## src/sv/stup_pkg.sv

```systemverilog
// stup_pkg: shared widths, character codes, status codes and the digit decoder
// for the string to unsigned parser. No dependencies.
package stup_pkg;

  // fixed field widths
  localparam int CHAR_W   = 8;
  localparam int BASE_W   = 6;
  localparam int VALUE_W  = 64;
  localparam int STATUS_W = 2;
  localparam int END_W    = 12;

  // default string length limit
  localparam int MAX_CHARS_DEFAULT = 4095;

  // radix limits and defaults
  localparam logic [BASE_W-1:0] BASE_AUTO  = 6'd0;
  localparam logic [BASE_W-1:0] BASE_BAD   = 6'd1;
  localparam logic [BASE_W-1:0] BASE_OCT   = 6'd8;
  localparam logic [BASE_W-1:0] BASE_DEC   = 6'd10;
  localparam logic [BASE_W-1:0] BASE_HEX   = 6'd16;
  localparam logic [BASE_W-1:0] BASE_MAX   = 6'd36;
  localparam logic [BASE_W-1:0] BASE_RESET = 6'd10;

  // character codes
  localparam logic [CHAR_W-1:0] CH_NUL   = 8'h00;
  localparam logic [CHAR_W-1:0] CH_TAB   = 8'h09;
  localparam logic [CHAR_W-1:0] CH_CR    = 8'h0D;
  localparam logic [CHAR_W-1:0] CH_SPACE = 8'h20;
  localparam logic [CHAR_W-1:0] CH_PLUS  = 8'h2B;
  localparam logic [CHAR_W-1:0] CH_MINUS = 8'h2D;
  localparam logic [CHAR_W-1:0] CH_ZERO  = 8'h30;
  localparam logic [CHAR_W-1:0] CH_NINE  = 8'h39;
  localparam logic [CHAR_W-1:0] CH_UP_A  = 8'h41;
  localparam logic [CHAR_W-1:0] CH_UP_X  = 8'h58;
  localparam logic [CHAR_W-1:0] CH_UP_Z  = 8'h5A;
  localparam logic [CHAR_W-1:0] CH_LO_A  = 8'h61;
  localparam logic [CHAR_W-1:0] CH_LO_X  = 8'h78;
  localparam logic [CHAR_W-1:0] CH_LO_Z  = 8'h7A;

  // result status codes
  typedef enum logic [STATUS_W-1:0] {
    ST_OK       = 2'd0,
    ST_NO_CONV  = 2'd1,
    ST_OVERFLOW = 2'd2,
    ST_BAD_BASE = 2'd3
  } status_t;

  // decoded digit: ok is low for anything that is not 0-9, A-Z or a-z
  typedef struct packed {
    logic              ok;
    logic [BASE_W-1:0] val;
  } digit_t;

  function automatic digit_t char_digit(input logic [CHAR_W-1:0] c);
    digit_t d;
    logic [CHAR_W-1:0] diff;
    d = '0;
    diff = '0;
    if (c >= CH_ZERO && c <= CH_NINE) begin
      diff = c - CH_ZERO;
      d.ok = 1'b1;
    end else if (c >= CH_UP_A && c <= CH_UP_Z) begin
      diff = c - CH_UP_A + 8'd10;
      d.ok = 1'b1;
    end else if (c >= CH_LO_A && c <= CH_LO_Z) begin
      diff = c - CH_LO_A + 8'd10;
      d.ok = 1'b1;
    end
    d.val = diff[BASE_W-1:0];
    return d;
  endfunction

endpackage

```

## src/sv/string_to_unsigned_parser_top.sv

```systemverilog
// string_to_unsigned_parser_top: character-serial string to 64-bit unsigned converter.
// Depends on stup_pkg for widths, codes and the digit decoder.

// The block takes one character per cycle and returns one result (value,
// status, end_offset) per beat marked last_char, held in the result register.
// A beat is first held in an input register, then goes through the parse
// step (whitespace, sign, 0x or octal prefix, one multiply-add of the 64-bit
// accumulator by the radix with a carry-out check for overflow) and the
// string state is updated. The accumulator feedback through that
// multiply-add sets the rate of one character per cycle. The result register
// lets non-final characters of the next string flow in while a result waits;
// only a last beat waits for the result register to free up. number_base is
// sampled at the first character of each string and should be written while
// the block is idle.
module string_to_unsigned_parser_top #(
  parameter int MAX_CHARS = stup_pkg::MAX_CHARS_DEFAULT
) (
  input  logic                          clk,
  input  logic                          rst,
  // configuration
  input  logic                          number_base_write,
  input  logic [stup_pkg::BASE_W-1:0]   number_base,
  // character channel
  input  logic                          in_valid,
  output logic                          in_stall,
  input  logic [stup_pkg::CHAR_W-1:0]   char_code,
  input  logic                          last_char,
  // result channel
  output logic                          out_valid,
  input  logic                          out_stall,
  output logic [stup_pkg::VALUE_W-1:0]  value,
  output logic [stup_pkg::STATUS_W-1:0] status,
  output logic [stup_pkg::END_W-1:0]    end_offset
);

  import stup_pkg::*;

  localparam int POS_W = $clog2(MAX_CHARS + 1);
  localparam int EXT_W = (POS_W > END_W) ? POS_W : END_W;
  localparam int MAC_W = VALUE_W + BASE_W + 1;
  localparam logic [POS_W-1:0] POS_LIMIT = POS_W'(MAX_CHARS);

  typedef enum logic [2:0] {
    PH_SPACE,
    PH_SIGN,
    PH_ZERO,
    PH_DIGITS,
    PH_DONE
  } phase_t;

  // configuration register
  logic [BASE_W-1:0] base_reg;

  // input register
  logic              in_full;
  logic [CHAR_W-1:0] in_char;
  logic              in_last;

  // string state
  phase_t             parse_phase, parse_phase_next;
  logic [VALUE_W-1:0] accumulator, accumulator_next;
  logic               negative_flag, negative_flag_next;
  logic               overflow_flag, overflow_flag_next;
  logic [BASE_W-1:0]  active_base, active_base_next;
  logic [POS_W-1:0]   char_position, char_position_next;
  logic [POS_W-1:0]   digits_start, digits_start_next;
  logic [POS_W-1:0]   stop_position, stop_position_next;
  logic               prefix_skipped, prefix_skipped_next;

  // result register
  logic               out_full;
  logic [VALUE_W-1:0] out_raw, out_raw_next;
  logic               out_neg, out_neg_next;
  status_t            out_status, out_status_next;
  logic [END_W-1:0]   out_end, out_end_next;

  // handshake
  logic advance;
  logic in_accept;

  assign advance   = in_full && (!in_last || !out_full || !out_stall);
  assign in_stall  = in_full && !advance;
  assign in_accept = in_valid && !in_stall;

  // parse step datapath
  digit_t           dig;
  logic             term;
  logic             is_space;
  logic             start;
  logic             feed;
  logic [BASE_W-1:0] feed_base;
  logic [MAC_W-1:0] mac;
  logic             mac_ovf;
  logic             base_bad;

  assign dig      = char_digit(in_char);
  assign term     = (in_char == CH_NUL) || (char_position >= POS_LIMIT);
  assign is_space = (in_char == CH_SPACE) || (in_char >= CH_TAB && in_char <= CH_CR);

  // one multiply-add per character; carry-out past 64 bits is overflow
  assign mac     = MAC_W'(accumulator) * MAC_W'(feed_base) + MAC_W'(dig.val);
  assign mac_ovf = |mac[MAC_W-1:VALUE_W];

  always_comb begin
    logic [BASE_W-1:0] ab;
    phase_t            ph;
    logic [EXT_W-1:0]  end_ext;

    parse_phase_next    = parse_phase;
    accumulator_next    = accumulator;
    negative_flag_next  = negative_flag;
    overflow_flag_next  = overflow_flag;
    active_base_next    = active_base;
    char_position_next  = char_position;
    digits_start_next   = digits_start;
    stop_position_next  = stop_position;
    prefix_skipped_next = prefix_skipped;
    out_raw_next        = '0;
    out_neg_next        = 1'b0;
    out_status_next     = ST_OK;
    out_end_next        = '0;
    start               = 1'b0;
    feed                = 1'b0;
    feed_base           = '0;
    base_bad            = 1'b0;
    end_ext             = '0;

    // sample the radix at the first character
    ab = active_base;
    ph = parse_phase;
    if (char_position == '0) begin
      ab = base_reg;
      if (base_reg == BASE_BAD || base_reg > BASE_MAX) begin
        ph = PH_DONE;
      end
    end
    parse_phase_next = ph;
    active_base_next = ab;

    // phase handling ahead of the digit step
    unique case (ph)
      PH_SPACE: begin
        if (!term && is_space) begin
          parse_phase_next = PH_SPACE;
        end else if (!term && in_char == CH_MINUS) begin
          negative_flag_next = 1'b1;
          parse_phase_next   = PH_SIGN;
        end else if (!term && in_char == CH_PLUS) begin
          parse_phase_next = PH_SIGN;
        end else begin
          start = 1'b1;
        end
      end
      PH_SIGN: begin
        start = 1'b1;
      end
      PH_ZERO: begin
        if (!term && (in_char == CH_LO_X || in_char == CH_UP_X)) begin
          active_base_next    = BASE_HEX;
          prefix_skipped_next = 1'b1;
          digits_start_next   = char_position + 1'b1;
          stop_position_next  = char_position + 1'b1;
          parse_phase_next    = PH_DIGITS;
        end else begin
          if (ab == BASE_AUTO) begin
            active_base_next = BASE_OCT;
          end
          accumulator_next = '0;
          feed             = 1'b1;
        end
      end
      PH_DIGITS: begin
        feed = 1'b1;
      end
      PH_DONE: begin
        parse_phase_next = PH_DONE;
      end
      default: begin
        parse_phase_next = PH_DONE;
      end
    endcase

    // first character of the number proper
    if (start) begin
      digits_start_next  = char_position;
      stop_position_next = char_position;
      if (!term && in_char == CH_ZERO && (ab == BASE_AUTO || ab == BASE_HEX)) begin
        parse_phase_next = PH_ZERO;
      end else begin
        if (ab == BASE_AUTO) begin
          active_base_next = BASE_DEC;
        end
        feed = 1'b1;
      end
    end

    // digit step
    feed_base = active_base_next;
    if (feed) begin
      if (term || feed_base < 6'd2 || !dig.ok || dig.val >= feed_base) begin
        parse_phase_next   = PH_DONE;
        stop_position_next = char_position;
      end else begin
        if (mac_ovf) begin
          overflow_flag_next = 1'b1;
        end else begin
          accumulator_next = mac[VALUE_W-1:0];
        end
        stop_position_next = char_position + 1'b1;
        parse_phase_next   = PH_DIGITS;
      end
    end

    // position counter saturates at the limit
    if (char_position < POS_LIMIT) begin
      char_position_next = char_position + 1'b1;
    end

    // result at the last character
    base_bad = (active_base_next == BASE_BAD) || (active_base_next > BASE_MAX);
    if (base_bad) begin
      out_status_next = ST_BAD_BASE;
    end else begin
      if (parse_phase_next == PH_ZERO) begin
        accumulator_next   = '0;
        stop_position_next = digits_start_next + 1'b1;
      end else if (parse_phase_next == PH_SPACE || parse_phase_next == PH_SIGN) begin
        digits_start_next   = '0;
        stop_position_next  = '0;
        prefix_skipped_next = 1'b0;
      end
      if (stop_position_next == digits_start_next) begin
        out_status_next = ST_NO_CONV;
        if (prefix_skipped_next && digits_start_next != '0) begin
          end_ext = EXT_W'(digits_start_next - 1'b1);
        end
      end else if (overflow_flag_next) begin
        out_status_next = ST_OVERFLOW;
        out_raw_next    = '1;
        end_ext         = EXT_W'(stop_position_next);
      end else begin
        out_status_next = ST_OK;
        out_raw_next    = accumulator_next;
        out_neg_next    = negative_flag_next;
        end_ext         = EXT_W'(stop_position_next);
      end
    end
    out_end_next = end_ext[END_W-1:0];
  end

  // configuration register
  always_ff @(posedge clk) begin
    if (rst) begin
      base_reg <= BASE_RESET;
    end else if (number_base_write) begin
      base_reg <= number_base;
    end
  end

  // input register
  always_ff @(posedge clk) begin
    if (rst) begin
      in_full <= 1'b0;
    end else if (in_accept) begin
      in_full <= 1'b1;
    end else if (advance) begin
      in_full <= 1'b0;
    end
    if (in_accept) begin
      in_char <= char_code;
      in_last <= last_char;
    end
  end

  // string state, cleared after each last beat
  always_ff @(posedge clk) begin
    if (rst || (advance && in_last)) begin
      parse_phase    <= PH_SPACE;
      accumulator    <= '0;
      negative_flag  <= 1'b0;
      overflow_flag  <= 1'b0;
      active_base    <= '0;
      char_position  <= '0;
      digits_start   <= '0;
      stop_position  <= '0;
      prefix_skipped <= 1'b0;
    end else if (advance) begin
      parse_phase    <= parse_phase_next;
      accumulator    <= accumulator_next;
      negative_flag  <= negative_flag_next;
      overflow_flag  <= overflow_flag_next;
      active_base    <= active_base_next;
      char_position  <= char_position_next;
      digits_start   <= digits_start_next;
      stop_position  <= stop_position_next;
      prefix_skipped <= prefix_skipped_next;
    end
  end

  // result register
  always_ff @(posedge clk) begin
    if (rst) begin
      out_full <= 1'b0;
    end else if (advance && in_last) begin
      out_full <= 1'b1;
    end else if (!out_stall) begin
      out_full <= 1'b0;
    end
    if (advance && in_last) begin
      out_raw    <= out_raw_next;
      out_neg    <= out_neg_next;
      out_status <= out_status_next;
      out_end    <= out_end_next;
    end
  end

  // negation after a minus sign is applied on the way out
  assign out_valid  = out_full;
  assign value      = out_neg ? (VALUE_W'(0) - out_raw) : out_raw;
  assign status     = out_status;
  assign end_offset = out_end;

endmodule
```

## config.mk

```make
export PLATFORM = sky130hd
export DESIGN_NAME = string_to_unsigned_parser_top
export DESIGN_NICKNAME = d
export VERILOG_FILES = /design/src/sv/stup_pkg.sv /design/src/sv/string_to_unsigned_parser_top.sv
export SDC_FILE = /design/constraint.sdc
export NUM_CORES = 2
export LEC_CHECK = 0
export BUFFER_PORTS_ARGS = -buffer_cell sky130_fd_sc_hd__buf_2
export CAP_MARGIN = 20
export CORE_MARGIN = 2
export CORE_UTILIZATION = 40
export CTS_CLUSTER_SIZE = 30
export DETAILED_ROUTE_END_ITERATION = 10
export HOLD_SLACK_MARGIN = 0.15
export PLACE_DENSITY_LB_ADDON = 0.25
export SLEW_MARGIN = 20
export SYNTH_ARGS = -nofsm -noshare
export SYNTH_HDL_FRONTEND = slang
export SYNTH_SLANG_ARGS = --single-unit
```

## constraint.sdc

```tcl
create_clock -name clk -period 27.3 [get_ports clk]
set_input_delay 4.095 -clock clk [delete_from_list [all_inputs] [get_ports clk]]
set_output_delay 4.095 -clock clk [all_outputs]
set_load 0.01 [all_outputs]
```

Word level (Yosys, flattened, before mapping)
Index checks and enable logic that the tools add are counted.

word-level totals
  register bits after elaboration = 208
  bits in latches = 0
  bits in writable memories = 0
  memory bits (read-only) = 0
  bits of input ports = 20
  output and inout port bits = 80
  word-level logic and storage cells = 184
  memories kept = 0

operators by class
  $add $sub $neg = 10
  multiply operators = 1
  divide/modulo/power cells = 0
  order comparisons = 14
  equal/unequal tests = 16
  shifts and indexed selects = 0
  multiplexer cells = 77
  bitwise gates (word level) = 0
  reductions and logical operators = 47

operator list
  kind                                                                                  count
  64-bit two-way mux                                                                    9
  12-bit two-way mux                                                                    18
  70-bit by 6-bit adder with 71-bit output                                              1
  64-bit by 6-bit multiplier with 70-bit output                                         1
  1-bit by 64-bit subtractor with 64-bit output (first input constant)                  1
  6-bit two-way mux                                                                     10
  8-bit by 6-bit equality test with 1-bit output (second input constant)                4
  3-bit two-way mux                                                                     10
  1-bit two-way mux                                                                     25
  12-bit by 1-bit adder with 12-bit output (second input constant)                      2
  8-bit by 7-bit equality test with 1-bit output (second input constant)                2
  8-bit by 7-bit greater-or-equal comparator with 1-bit output (second input constant)  2
  8-bit by 7-bit less-or-equal comparator with 1-bit output (second input constant)     2
  1-bit logical AND                                                                     15
  1-bit logical OR                                                                      13
  6-bit by 4-bit adder with 6-bit output (second input constant)                        2
  12-bit equality test                                                                  1
  6-bit by 1-bit equality test with 1-bit output (second input constant)                2
  12-bit greater-or-equal comparator (second input constant)                            1
  6-bit greater-than comparator (second input constant)                                 2
  12-bit zero test                                                                      1
  12-bit < comparator (second input constant)                                           1
  12-bit nonzero test                                                                   1
  12-bit by 1-bit subtractor with 12-bit output (second input constant)                 1
  other kinds (24)                                                                      38

Longest topological paths before layout
  word-level depth = 24
  mapped depth = 40
  depth with buffers taken out = 31

Worst setup path before layout
OpenSTA, ideal clock, no wires.

  kind = reg2reg
  from = reg char_position[0]
  to = reg out_raw[20] (data pin)
  library setup time = 270 ps
  arrival = 8,443 ps
  data required time = 27,030 ps
  setup slack = 18,587 ps
  stages on the path, launching flop included = 41
  buffers on the path = 10
  clock period less this slack = 8,713 ps
  path through = dfxtp_1 clkbuf_1 inv_1 ha_1 nor4b_1 and3_1 buf_2 o22a_1 buf_2 nor2_1 buf_4 buf_4 buf_4 nor2_1 clkbuf_1 clkbuf_1 and2_1 fa_1 (+5 left out) fa_1 inv_1 ha_1 and2_1 o21ai_0 a211o_1 a21o_1 or4_1 o211ai_1 and4_1 o21ai_0 a211oi_1 nand3_1 clkbuf_1 clkbuf_1 and3_1 o21ai_0 o21ai_0

on the way
  longest elaborated chain between the ends = 22
  elaborated cells on any way between the ends = 86
  those cells by class = add/sub: 3; mul: 1; order compare: 4; eq/ne: 8; mux: 49; reduce/logical: 21

ends and longest elaborated chain
  what                                                                                               line                                  source
  start, declared                                                                                    string_to_unsigned_parser_top.sv:65   logic [POS_W-1:0] char_position, char_position_next;
  start signal, assigned                                                                             string_to_unsigned_parser_top.sv:293  char_position <= char_position_next;
  parallel branches: the longest is 22 deep, another holds 70-bit by 6-bit adder with 71-bit output  -
  end signal, assigned                                                                               string_to_unsigned_parser_top.sv:310  out_raw <= out_raw_next;
  end, declared                                                                                      string_to_unsigned_parser_top.sv:72   logic [VALUE_W-1:0] out_raw, out_raw_next;

Several ways; the timed one is not identified. The select of a mux whose other input is x is not followed.
A chain may end at the register's enable or synchronous reset.

Worst setup path in the final report
  from = reg in_char[0]
  to = reg accumulator[61]

on the way
  longest elaborated chain between the ends = 18
  elaborated cells on any way between the ends = 82
  those cells by class = add/sub: 6; mul: 1; order compare: 11; eq/ne: 8; mux: 35; reduce/logical: 21

ends and longest elaborated chain
  what                                                                                               line                                  source
  start, declared                                                                                    string_to_unsigned_parser_top.sv:56   logic [CHAR_W-1:0] in_char;
  start signal, assigned                                                                             string_to_unsigned_parser_top.sv:270  in_char <= char_code;
  parallel branches: the longest is 17 deep, another holds 70-bit by 6-bit adder with 71-bit output  -
  64-bit two-way mux (*)                                                                             string_to_unsigned_parser_top.sv:221  if (base_bad) begin
  end signal, assigned                                                                               string_to_unsigned_parser_top.sv:289  accumulator <= accumulator_next;
  end, declared                                                                                      string_to_unsigned_parser_top.sv:61   logic [VALUE_W-1:0] accumulator, accumulator_next;

Mark *: on every way between the ends.

==> results.rst <==
.. list-table::
   :header-rows: 1

   * - Metric
     - Value
   * - Run status
     - completed
   * - Setup repair bufs after CTS
     - 0
   * - Combinational family with the most area after synthesis
     - adder cells
   * - Pin slew with the least headroom to its limit
     - 1120 ps
   * - Unique masters post-synth
     - 94
   * - Drc violations
     - 0
   * - LEAKAGE
     - 12.7 nW
   * - DP HPWL
     - 60000 um
   * - Average routed wire per standard cell
     - 21.2 um
   * - Largest registers in the final layout
     - accumulator: 64 flops, out_raw: 64 flops
   * - Final hold viol count
     - 0
   * - Most frequent cell after synthesis
     - and2_1
   * - Ant diodes
     - 0
   * - Worst Setup End Kind
     - flip-flop
   * - Master cell of the clock root buffer
     - clkbuf_16
   * - RSZ-0062 raised after global routing
     - false
   * - Number of max-cap violations
     - 0
   * - H-tree level count
     - 1
   * - Filler Cells Inserted
     - 6421
   * - Total of buffers placed on input and output ports
     - 99
   * - Clock tree from TritonCTS
     - yes
   * - Post-synthesis adder-cell area fraction
     - 27.7%
   * - Compound-Gate Fraction of Synth Area
     - 18.8%
   * - Maximum root-to-sink buffer count
     - 3
   * - Setup TNS
     - 0 ps
   * - Fraction of layout instances using a drive strength above 1
     - 7.85%
   * - Area share of the leading cell type in the synthesized netlist
     - 19.5%
   * - Cell accounting for the most synthesized area
     - fa_1
   * - Syn_area_per_cell
     - 8.67 sq um
   * - Vias in the first global route
     - 23100
   * - Number of standard cells in the layout, taps in and fillers out
     - 3837
   * - Most frequently used flop master after synthesis
     - dfxtp_1
   * - Clock Sink Count
     - 208
   * - Portion of netlist area occupied by mux cells
     - 1.12%
   * - Later-pin clock latency in the skew report
     - 580 ps
   * - Total count of max-transition violations in the final report
     - 0
   * - Horiz. Die Dim
     - 258 um
   * - Worst Setup Path Type
     - reg2reg
   * - Post-placement cell count
     - 3788
   * - Maximum ir drop on the vdd rail
     - 0.0421 mV
   * - Final global-route overflow total
     - 0
   * - Final wirelength
     - 81500 um
   * - Simple-gate share of the synthesized area
     - 23.3%
   * - Length of the first detailed-routing pass in iterations
     - 5
   * - Relative slew slack
     - 25.2%
   * - Residual antenna-violating net count after detailed routing
     - 0
   * - Placed standard-cell area
     - 27100 sq um
   * - Signed area change from the synthesized netlist to the final layout
     - 7.77%
   * - Maximum single-stage delay on the critical path
     - 620 ps
   * - Arr. time, crit path
     - 11520 ps
   * - Cell types with the largest area share after synthesis
     - fa_1 19%, edfxtp_1 10%, and2_1 9.5%
   * - FFs w/ async S/R, synth
     - 0%
   * - Post-cts repair resize count
     - 0
   * - Final GP Congestion
     - 0.992
   * - Sequential element share of the synthesized area
     - 19.5%
   * - Number of enable-type register cells in the synthesized netlist
     - 88
   * - CTS hold repair buffers
     - 0
   * - Via count
     - 22739
   * - Die height
     - 258 um
   * - Fin Clk Skew
     - 12.7 ps
   * - Clock transition time at the flip-flop clock pins of the worst setup and hold paths
     - 60 ps
   * - Post-DR vias/cell
     - 5.93
   * - Most frequent cells after synthesis
     - 392 x and2_1, 252 x fa_1, 241 x o21ai_0
   * - Cell area after synthesis
     - 25900 sq um
   * - Number of I/O pins
     - 100
   * - Ratio of final minimum period to clock period
     - 40.5%
   * - Overall track demand over capacity in global routing
     - 24.5%
   * - Final net count
     - 3405
   * - Yosys warns
     - 0
   * - Path type of the worst min-delay path
     - reg2reg
   * - Critical-path maximum fanout
     - 69
   * - FF+latch count, synth
     - 208
   * - Number of instances in the synthesized netlist
     - 2989
   * - Total power density per cell area
     - 31.9 nW/um^2
   * - Cell row count
     - 93
   * - Number of DRC violations after detailed-routing iteration 0
     - 2024
   * - Pin count of the biggest net entering global routing
     - 80
   * - Non-Filler Cell Area, Final
     - 27900 sq um
   * - Floorplan core area
     - 64200 sq um
   * - Initial antenna violation count
     - 1
   * - CP Launch Type
     - flip-flop
   * - Worst path slowest cell
     - nor2_1
   * - Crit path required time
     - 27760 ps
   * - Wire length of the first global-routing pass
     - 132000 um
   * - Number of endpoints failing setup at the final stage
     - 0
   * - Synthesized net count
     - 3432
   * - Initial core utilization
     - 40.3%
   * - Upper clock frequency limit
     - 90.4 MHz
   * - Final Critical Period
     - 11060 ps
   * - Clock buffer count from CTS
     - 27
   * - Share of the synthesized netlist area taken by xor and xnor gates
     - 5.41%
   * - Die ar.
     - 66800 sq um
==> through the flow <==
| stage | power [mW] | setup WS (ps) | hold WS, ps | util, % |
|---|---|---|---|---|
| global placement | 0.541 | 16670 | 446 | 42.2 |
| finish | 0.891 | 16240 | 459 | 43.5 |
| detailed placement | 0.544 | 16280 | 455 | 42.2 |
| global route | 0.924 | 15370 | 494 | 43.5 |
| floorplan | 0.473 | 18590 | 429 | - |
| CTS | 0.893 | 16280 | 464 | 43.5 |
==> power breakdown <==
group	internal (mW)	switching, mW
registers	0.332	0.00905
clock network	0.190	0.158
logic	0.0569	0.144
total	0.579	0.312
==> layer usage <==
metal	track usage [%]	part of all wire, %
met1	34.5	45
met2	39.3	45
met3	3.34	7.1
met4	7.34	2.7
met5	0	0.023
==> cell usage in the layout (no fill, tap or decap), types with 21 or more instances in the layout <==
cell type,instances
ha_1,171
xnor2_1,121
nand4_1,24
nand2_1,228
nor3_1,40
xor2_1,39
buf_4,32
and3_1,84
a21o_1,66
edfxtp_1,88
o31ai_1,51
mux2i_1,21
nor2_1,178
nand3_1,49
o21ai_0,241
a21oi_1,167
clkbuf_16,27
fa_1,252
dfxtp_1,120
a31oi_1,21
inv_1,93
buf_2,99
and2_1,392
==> critical path: cells and delay by family, from the launching register on <==
| kind | cells | cell delay, ps |
|---|---|---|
| AO/OA/AOI/OAI | 11 | 3610 |
| AND/OR/NAND/NOR | 7 | 2630 |
| adder cells (fa/ha/maj) | 6 | 2600 |
| flip-flops | 1 | 480 |
| buffers and inverters | 7 | 1440 |
==> layout make-up <==
type	count	area (sq um)	area share [%]
Timing Repair Buffer	132	747	2.68
Tap cell	855	1070	3.83
Clock buffer	33	718	2.57
Inverter	95	357	1.28
Sequential cell	208	5040	18.1
Clock inverter	16	121	0.435
Multi-Input combinational cell	2498	19900	71.1
==> path summary, 6_finish.rpt <==
path,start,end,slack (ps),cells after the start
max,in_char[0],accumulator[61],16240,31
min,stop_position[10],stop_position[10],460,2
max reg2reg,in_char[0],accumulator[61],16240,31
min reg2reg,stop_position[10],stop_position[10],460,2
==> logic make-up (layout without fill, tap and decap cells) <==
logic type	after synthesis	count (layout)
AND/OR/NAND/NOR	1124	1124
AO/OA/AOI/OAI	763	763
adder cells (fa/ha/maj)	423	423
buffers and inverters	283	276
flip-flops	208	208
XOR/XNOR	160	160
multiplexers	28	28
Power figures use the tool's default switching activity.
